<file path="src/ldtww_pkg.sv">
`default_nettype none

package ldtww_pkg;

	// number of digit positions on the driver
	localparam int unsigned DIGIT_COUNT = 4;
	localparam int unsigned DIGIT_IDX_W = $clog2(DIGIT_COUNT);

	// request kinds carried by an input item
	localparam logic [2:0] KIND_TICK   = 3'd0;
	localparam logic [2:0] KIND_LOAD   = 3'd1;
	localparam logic [2:0] KIND_BRIGHT = 3'd2;
	localparam logic [2:0] KIND_CLEAR  = 3'd3;
	localparam logic [2:0] KIND_DOT    = 3'd4;

	// transfer kind latched for the running sequence
	localparam logic [1:0] REQ_NONE   = 2'd0;
	localparam logic [1:0] REQ_SEND   = 2'd1;
	localparam logic [1:0] REQ_BRIGHT = 2'd2;

	// configuration register indexes
	localparam logic [1:0] CFG_HALF_PERIOD = 2'd0;
	localparam logic [1:0] CFG_DATA_CMD    = 2'd1;
	localparam logic [1:0] CFG_ADDR_CMD    = 2'd2;

	// configuration reset values
	localparam logic [15:0] HALF_PERIOD_RST = 16'd100;
	localparam logic [7:0]  DATA_CMD_RST    = 8'h40;
	localparam logic [7:0]  ADDR_CMD_RST    = 8'hC0;

	// byte constants
	localparam logic [7:0] BRIGHT_BASE = 8'h88;
	localparam logic [7:0] DOT_BIT     = 8'h80;
	localparam logic [7:0] SEG_RST     = 8'hFF;
	localparam logic [7:0] MAX_LEVEL   = 8'd7;

	typedef struct packed {
		logic [2:0] kind;
		logic [7:0] digit_zero;
		logic [7:0] digit_one;
		logic [7:0] digit_two;
		logic [7:0] digit_three;
		logic [7:0] level;
		logic       dot_on;
		logic       data_line_in;
	} in_item_t;

	typedef struct packed {
		logic clock_line;
		logic data_line_out;
		logic data_drive;
		logic busy_res;
		logic sequence_done;
	} out_item_t;

endpackage : ldtww_pkg

`default_nettype wire

</file>
<file path="src/led_driver_two_wire_writer_unit.sv">
// Two-wire LED driver write sequencer, one input item per clock tick of the line timing.
// The result item for an input item is registered and valid in the cycle after it is accepted.
// Throughput: one item per cycle; in_ready falls only while a result waits unread.
// Reset (arst_n low): idle, pins high and driven, segment store all 0xFF,
// half period 100, data write command 0x40, start address command 0xC0.
`default_nettype none

module led_driver_two_wire_writer_unit (
	input  wire logic                 clk,
	input  wire logic                 arst_n,
	input  wire logic                 in_valid,
	output logic                      in_ready,
	input  wire ldtww_pkg::in_item_t  in_data,
	output logic                      out_valid,
	input  wire logic                 out_ready,
	output ldtww_pkg::out_item_t      out_data,
	input  wire logic                 cfg_valid,
	output logic                      cfg_ready,
	input  wire logic [1:0]           cfg_index,
	input  wire logic [15:0]          cfg_data
);
	import ldtww_pkg::*;

	typedef enum logic [3:0] {
		PH_IDLE,
		PH_START_HIGH,
		PH_START_LOW,
		PH_BIT_LOW,
		PH_BIT_HIGH,
		PH_ACK_LOW,
		PH_ACK_WAIT,
		PH_ACK_HIGH,
		PH_STOP_A,
		PH_STOP_B,
		PH_STOP_C
	} phase_t;

	// configuration
	logic [15:0] half_period_q;
	logic [7:0]  data_cmd_q;
	logic [7:0]  addr_cmd_q;

	// sequencer state
	phase_t      phase_q, nx_phase;
	logic [7:0]  seg_q [DIGIT_COUNT];
	logic [7:0]  nx_seg [DIGIT_COUNT];
	logic [7:0]  shift_q, nx_shift;
	logic [3:0]  bit_cnt_q, nx_bit_cnt;
	logic [2:0]  byte_cnt_q, nx_byte_cnt;
	logic [15:0] delay_q, nx_delay;
	logic [1:0]  req_q, nx_req;
	logic        clk_pin_q, nx_clk_pin;
	logic        dat_pin_q, nx_dat_pin;
	logic        drv_pin_q, nx_drv_pin;
	logic        nx_done;

	// result register
	logic        out_valid_q;
	out_item_t   out_data_q;

	logic        in_fire;
	logic        entered;
	logic [15:0] period_ticks;
	logic [15:0] dec_delay;
	logic [7:0]  clamped_level;
	logic [DIGIT_IDX_W-1:0] next_digit;
	logic [2:0]  byte_inc;

	assign in_ready  = !out_valid_q || out_ready;
	assign in_fire   = in_valid && in_ready;
	assign cfg_ready = 1'b1;
	assign out_valid = out_valid_q;
	assign out_data  = out_data_q;

	// zero half period behaves as one tick
	assign period_ticks  = (half_period_q == 16'd0) ? 16'd1 : half_period_q;
	assign dec_delay     = (delay_q != 16'd0) ? delay_q - 16'd1 : 16'd0;
	assign clamped_level = (in_data.level > MAX_LEVEL) ? MAX_LEVEL : in_data.level;
	assign byte_inc      = byte_cnt_q + 3'd1;
	// store slot for the byte numbered byte_inc: (byte_inc - 2) mod 4
	assign next_digit    = DIGIT_IDX_W'(byte_cnt_q - 3'd1);

	// next state for one tick
	always_comb begin
		nx_phase    = phase_q;
		nx_seg      = seg_q;
		nx_shift    = shift_q;
		nx_bit_cnt  = bit_cnt_q;
		nx_byte_cnt = byte_cnt_q;
		nx_delay    = delay_q;
		nx_req      = req_q;
		nx_clk_pin  = clk_pin_q;
		nx_dat_pin  = dat_pin_q;
		nx_drv_pin  = drv_pin_q;
		nx_done     = 1'b0;
		entered     = 1'b0;

		if (phase_q == PH_IDLE) begin
			unique case (in_data.kind)
				KIND_LOAD, KIND_CLEAR: begin
					if (in_data.kind == KIND_LOAD) begin
						nx_seg[0] = in_data.digit_zero;
						nx_seg[1] = in_data.digit_one;
						nx_seg[2] = in_data.digit_two;
						nx_seg[3] = in_data.digit_three;
					end else begin
						for (int i = 0; i < DIGIT_COUNT; i++) nx_seg[i] = 8'h00;
					end
					nx_req      = REQ_SEND;
					nx_byte_cnt = 3'd0;
					nx_bit_cnt  = 4'd0;
					nx_shift    = data_cmd_q;
					nx_phase    = PH_START_HIGH;
					entered     = 1'b1;
				end
				KIND_BRIGHT: begin
					nx_req      = REQ_BRIGHT;
					nx_byte_cnt = 3'd0;
					nx_bit_cnt  = 4'd0;
					nx_shift    = BRIGHT_BASE + clamped_level;
					nx_phase    = PH_START_HIGH;
					entered     = 1'b1;
				end
				KIND_DOT: begin
					if (in_data.dot_on) nx_seg[1] = seg_q[1] + DOT_BIT;
				end
				default: begin
					// plain tick or unknown kind: nothing to do
				end
			endcase
		end else if (phase_q == PH_ACK_WAIT) begin
			// receiver acknowledges by pulling data low
			if (!in_data.data_line_in) begin
				nx_phase = PH_ACK_HIGH;
				entered  = 1'b1;
			end
		end else begin
			nx_delay = dec_delay;
			if (dec_delay == 16'd0) begin
				entered = 1'b1;
				unique case (phase_q)
					PH_START_HIGH: nx_phase = PH_START_LOW;
					PH_START_LOW: begin
						nx_bit_cnt = 4'd0;
						nx_phase   = PH_BIT_LOW;
					end
					PH_BIT_LOW:    nx_phase = PH_BIT_HIGH;
					PH_BIT_HIGH: begin
						nx_shift = {1'b0, shift_q[7:1]};
						if ((bit_cnt_q + 4'd1) >= 4'd8) begin
							nx_bit_cnt = 4'd0;
							nx_phase   = PH_ACK_LOW;
						end else begin
							nx_bit_cnt = bit_cnt_q + 4'd1;
							nx_phase   = PH_BIT_LOW;
						end
					end
					PH_ACK_LOW:    nx_phase = PH_ACK_WAIT;
					PH_ACK_HIGH: begin
						// segment bytes follow the address command
						if (req_q == REQ_SEND && byte_cnt_q >= 3'd1 && byte_cnt_q < 3'd5) begin
							nx_byte_cnt = byte_inc;
							nx_shift    = seg_q[next_digit];
							nx_bit_cnt  = 4'd0;
							nx_phase    = PH_BIT_LOW;
						end else begin
							nx_phase = PH_STOP_A;
						end
					end
					PH_STOP_A:     nx_phase = PH_STOP_B;
					PH_STOP_B:     nx_phase = PH_STOP_C;
					PH_STOP_C: begin
						if (req_q == REQ_SEND && byte_cnt_q == 3'd0) begin
							// second frame: address command and digits
							nx_byte_cnt = 3'd1;
							nx_shift    = addr_cmd_q;
							nx_bit_cnt  = 4'd0;
							nx_phase    = PH_START_HIGH;
						end else begin
							entered    = 1'b0;
							nx_phase   = PH_IDLE;
							nx_req     = REQ_NONE;
							nx_delay   = 16'd0;
							nx_clk_pin = 1'b1;
							nx_dat_pin = 1'b1;
							nx_drv_pin = 1'b1;
							nx_done    = 1'b1;
						end
					end
					default: begin
						entered  = 1'b0;
						nx_phase = PH_IDLE;
					end
				endcase
			end
		end

		// pin levels and delay on entry to a phase
		if (entered) begin
			nx_delay = (nx_phase == PH_START_LOW) ? 16'd1 : period_ticks;
			unique case (nx_phase)
				PH_START_HIGH: begin
					nx_clk_pin = 1'b1;
					nx_dat_pin = 1'b1;
					nx_drv_pin = 1'b1;
				end
				PH_START_LOW:  nx_dat_pin = 1'b0;
				PH_BIT_LOW: begin
					nx_clk_pin = 1'b0;
					nx_dat_pin = nx_shift[0];
				end
				PH_BIT_HIGH:   nx_clk_pin = 1'b1;
				PH_ACK_LOW:    nx_clk_pin = 1'b0;
				PH_ACK_WAIT:   nx_drv_pin = 1'b0;
				PH_ACK_HIGH: begin
					nx_drv_pin = 1'b1;
					nx_clk_pin = 1'b1;
				end
				PH_STOP_A:     nx_clk_pin = 1'b0;
				PH_STOP_B:     nx_dat_pin = 1'b0;
				PH_STOP_C:     nx_clk_pin = 1'b1;
				default: begin
				end
			endcase
		end
	end

	// state, configuration and result register
	always_ff @(posedge clk or negedge arst_n) begin
		if (!arst_n) begin
			half_period_q <= HALF_PERIOD_RST;
			data_cmd_q    <= DATA_CMD_RST;
			addr_cmd_q    <= ADDR_CMD_RST;
			phase_q       <= PH_IDLE;
			for (int i = 0; i < DIGIT_COUNT; i++) seg_q[i] <= SEG_RST;
			shift_q       <= 8'h00;
			bit_cnt_q     <= 4'd0;
			byte_cnt_q    <= 3'd0;
			delay_q       <= 16'd0;
			req_q         <= REQ_NONE;
			clk_pin_q     <= 1'b1;
			dat_pin_q     <= 1'b1;
			drv_pin_q     <= 1'b1;
			out_valid_q   <= 1'b0;
		end else begin
			if (cfg_valid) begin
				unique case (cfg_index)
					CFG_HALF_PERIOD: half_period_q <= cfg_data;
					CFG_DATA_CMD:    data_cmd_q    <= cfg_data[7:0];
					CFG_ADDR_CMD:    addr_cmd_q    <= cfg_data[7:0];
					default: begin
					end
				endcase
			end
			if (in_fire) begin
				phase_q    <= nx_phase;
				seg_q      <= nx_seg;
				shift_q    <= nx_shift;
				bit_cnt_q  <= nx_bit_cnt;
				byte_cnt_q <= nx_byte_cnt;
				delay_q    <= nx_delay;
				req_q      <= nx_req;
				clk_pin_q  <= nx_clk_pin;
				dat_pin_q  <= nx_dat_pin;
				drv_pin_q  <= nx_drv_pin;
			end
			if (in_fire) begin
				out_valid_q <= 1'b1;
			end else if (out_ready) begin
				out_valid_q <= 1'b0;
			end
		end
	end

	// result payload, no reset needed
	always_ff @(posedge clk) begin
		if (in_fire) begin
			out_data_q.clock_line    <= nx_clk_pin;
			out_data_q.data_line_out <= nx_dat_pin;
			out_data_q.data_drive    <= nx_drv_pin;
			out_data_q.busy_res      <= (nx_phase != PH_IDLE);
			out_data_q.sequence_done <= nx_done;
		end
	end

endmodule : led_driver_two_wire_writer_unit

`default_nettype wire
</file>
<file path="config.mk">
export PLATFORM = sky130hd
export DESIGN_NAME = led_driver_two_wire_writer_unit
export DESIGN_NICKNAME = d
export VERILOG_FILES = /design/src/ldtww_pkg.sv /design/src/led_driver_two_wire_writer_unit.sv
export SDC_FILE = /design/constraint.sdc
export NUM_CORES = 1
export LEC_CHECK = 0
export ABC_AREA = 1
export BUFFER_PORTS_ARGS = -buffer_cell sky130_fd_sc_hd__buf_2
export CORE_ASPECT_RATIO = 1.5
export CORE_MARGIN = 1.5
export CORE_UTILIZATION = 39
export CTS_BUF_LIST = sky130_fd_sc_hd__clkbuf_4 sky130_fd_sc_hd__clkbuf_8
export CTS_CLUSTER_SIZE = 24
export DETAILED_ROUTE_END_ITERATION = 10
export PLACE_DENSITY = 0.53
export SLEW_MARGIN = 15
export SYNTH_ARGS = -nofsm -noshare
export SYNTH_HDL_FRONTEND = slang
export SYNTH_SLANG_ARGS = --single-unit
</file>
<file path="constraint.sdc">
create_clock -name clk -period 4.4 [get_ports clk]
set_input_delay 0.44 -clock clk [delete_from_list [all_inputs] [get_ports clk]]
set_output_delay 0.44 -clock clk [all_outputs]
set_load 0.05 [all_outputs]
</file>
==> flow_summary.toml <==
[run_status]
status = "complete, no violations"

[pwr]
ir_worst_vdd_mv = 0.2764
combPwrFrac_pct = 46.1
swShare_pct = 45.34
seq_power_share_pct = 40.0
power.switching_mw = 1.966
clkPwrFrac_pct = 14.0
cellPowerDensity_nw_per_um2 = 613.0
p_leak_nw = 3.373
internal_power_mw = 2.371

[clock_tree]
cts-root-buf = "clkbuf_8"
clkTransAtPathRegs_ns = 0.11
cts_tree = "built"
cts.sink_count = 110
h-tree-depth = 3
numCtsBuffers = 9
postCtsHoldBufs = 0
post_cts_buffers = 0
clockBufferDepth = 2
cts_resized = 0
clk_latency_ns = 0.40

[synthesis]
synth.top_cell.area_share_pct = 25.48
ys_ff_latch = 110
yosys.area.top_type = "dfrtp_1"
synth_area_um2 = 6286
synthFlopType = "dfrtp_1"
synth_area_leaders = "dfrtp_1, dfstp_2, nand2_1"
synth-edff-count = 5
synthArstFlopShare_pct = 95.45
ys_seq_area_share_pct = 45.00
synthTopCellsByCount = "nand2_1, o21ai_0, inv_1, nor2_1, dfrtp_1"
syn_avg_cell_area_um2 = 7.564
yosys.cell_types.count = 50
yosysMostFrequentCell = "nand2_1"
syn_inst = 831
ys_warn_count = 0

[timing]
finalSetupViolations = 0
maxSlewHeadroom_pct = 34.18
fmax_ghz = 0.2960
rsz0062_at_grt = "no"
slew_viol_final = 0
hold_viol_final = 0
min_period_ns = 3.379
tightest_slew_ns = 0.9845
finalSetupTns_ns = 0
final.setup_skew_ns = 0.01427
period_share_pct = 76.79

[placement]
dp.cells = 1095
hpwl_mm = 14.31
gp_congestion = 0.8844
io_buffers = 74

[route]
finalWirelength_mm = 18.49
vias = 5721
ant_nets = 0
dr.pass1.iters = 4
drcViolationCount = 0
viasPerCell = 5.149
drtIter0Drc = 292
wl_per_cell_um = 16.65

[finish]
synthToLayoutAreaGrowth_pct = 12.56
final_util_pct = 45.08
fin_nets = 977
fillers = 1646
antenna_cells = 0
drive_above_1_share_pct = 19.93
fin_cells = 1111

[global_routing]
grt_usage_pct = 23.23
antenna_found_initial = 0
grt_max_degree = 43
grt_first_pass_wirelength_mm = 30.01
grt_overflow = 0
grt_pass1_vias = 5907

[worst_setup_path]
cp.arrival_ns = 3.66
path_common_cell = "inv_2"
cp_slowest_cell = "dfrtp_1"
worst_setup_path_start_kind = "flop"
crit_buf_inv = 3
cpLargestDelayFamily = "simple AND/OR/NAND/NOR gates"
required_ns = 4.68
max_stage_delay_ns = 0.38
cp-end-kind = "flop"
cp_cell_sequence = "inv_2 -> ha_1 -> nand2_2 -> nor2_1 -> nand2_2 -> nand3_1 -> nand2_1 -> nor2_2 -> nand3_2 -> inv_2 -> o21ai_2 -> a21oi_4 -> inv_2 -> a21oi_4 -> nand2_1 -> o21ai_1 -> o21ai_0"
critical_path_class = "flop to flop"
crit_path_max_fanout = 15

[worst_hold_path]
hp-class = "input pin to asynchronous set/reset pin"

[die]
fp.dieH_um = 158.5
coreArea_um2 = 15700
start_util_pct = 40.05
rows = 56
dieArea_um2 = 16900
ioPinCount = 76
chipWidth_um = 106.7

[run]
maxCapViolCount = 0
==> area by class of cell <==
class / count / area [um^2] / area share, %
inverter: 121 / 454.2 / 6.419
tap: 203 / 254.0 / 3.590
timing repair buffer: 86 / 462.9 / 6.543
clock inverter: 6 / 55.05 / 0.7781
clock buffer: 10 / 131.4 / 1.857
sequential: 110 / 2829 / 39.98
multi-input combinational: 575 / 2889 / 40.83
==> routing by layer <==
layer  part of all wire (%)  wire, um  global-route usage, %  vias up
met5                      0         0                      0        -
met4                    4.1       750                  11.49        0
met2                     54     10030                  43.80      102
met1                     40      7345                  25.39     2711
met3                    2.0       369                  2.865       34
li1                       -         -                      -     2874
==> registers in the layout, summed over array words and instances, names as in the netlist <==
register,cells
seg_q,32
addr_cmd_q,8
out_data,5
phase_q,4
shift_q,8
byte_cnt_q,3
clk_pin_q,1
delay_q,16
data_cmd_q,8
drv_pin_q,1
dat_pin_q,1
out_valid,1
req_q,2
bit_cnt_q,4
half_period_q,16
==> cell usage in the layout (no fill, tap or decap), drive strengths merged <==
cell	netlist	layout
and3	1	1
a22oi	6	6
o2111ai	2	2
o21a	1	1
ha	6	6
o21bai	2	2
nand2	185	185
o21ai	136	136
clkinv	2	6
nor4	4	4
o31ai	2	2
nand3	48	48
a21boi	1	1
dfstp	41	41
a32o	1	1
a21oi	31	31
edfxtp	5	5
a31oi	10	10
a2bb2oi	2	2
a311oi	1	1
nand4	8	8
a221oi	1	1
nor2	85	85
clkbuf	22	10
mux2i	1	1
a211oi	1	1
xor2	2	2
or2	2	2
inv	119	121
a221o	2	2
dfrtp	64	64
buf	4	86
nor3	8	8
mux2	8	8
xnor2	1	1
o211ai	5	5
conb	2	3
o22ai	9	9
==> through the flow <==
stage / total power, mW / area, um^2 / hold WS (ns) / setup slack, ns
floorplan: 3.130 / 6290 / 0.1444 / 1.794
global placement: 3.722 / 6889 / 0.4549 / 1.147
detailed placement: 3.760 / 6889 / 0.4657 / 1.036
CTS: 4.376 / 7076 / 0.04141 / 1.021
global route: 4.714 / 7076 / 0.05923 / 0.6321
finish: 4.337 / 7076 / 0.02889 / 1.021
==> cells by family after synthesis <==
kind of cell	count (synthesis)	share of synthesized area, %
AND/OR/NAND/NOR	341	23.27
AO/OA/AOI/OAI	213	19.31
buffers and inverters	147	9.096
flip-flops	110	45.00
multiplexers	9	1.592
adder cells (fa/ha/maj)	6	1.194
XOR/XNOR	3	0.4181
other	2	0.1195
==> worst paths after layout <==
| kind | depth (start not counted) | to | startpoint | slack [ns] |
|---|---|---|---|---|
| worst max-delay path | 17 | delay_q[0] | delay_q[0] | 1.02 |
| min in group clk | 3 | seg_q[5] | in_data[15] | 0.23 |
| max in group asynchronous | 2 | seg_q[24] | arst_n | 3.47 |
| worst min register to register | 2 | clk_pin_q | clk_pin_q | 0.48 |
| worst min-delay path | 1 | half_period_q[9] | arst_n | 0.03 |
| worst max register to register | 17 | delay_q[0] | delay_q[0] | 1.02 |
==> power groups by stage <==
stage | combinational, mW | clock (mW) | sequential [mW]
floorplan | 1.41 | 0 | 1.72
global placement | 1.98 | 0 | 1.74
detailed placement | 2.01 | 0 | 1.76
CTS | 2.01 | 0.627 | 1.74
global route | 2.27 | 0.662 | 1.78
finish | 2.00 | 0.605 | 1.73
==> worst reg2reg max path: cells and delay by family (launching register included) <==
family | cells | cell delay (ns)
AND/OR/NAND/NOR | 8 | 1.38
buffers and inverters | 3 | 0.41
flip-flops | 1 | 0.38
adder cells (fa/ha/maj) | 1 | 0.22
AO/OA/AOI/OAI | 5 | 0.89
(Power assumes the default switching activity.)
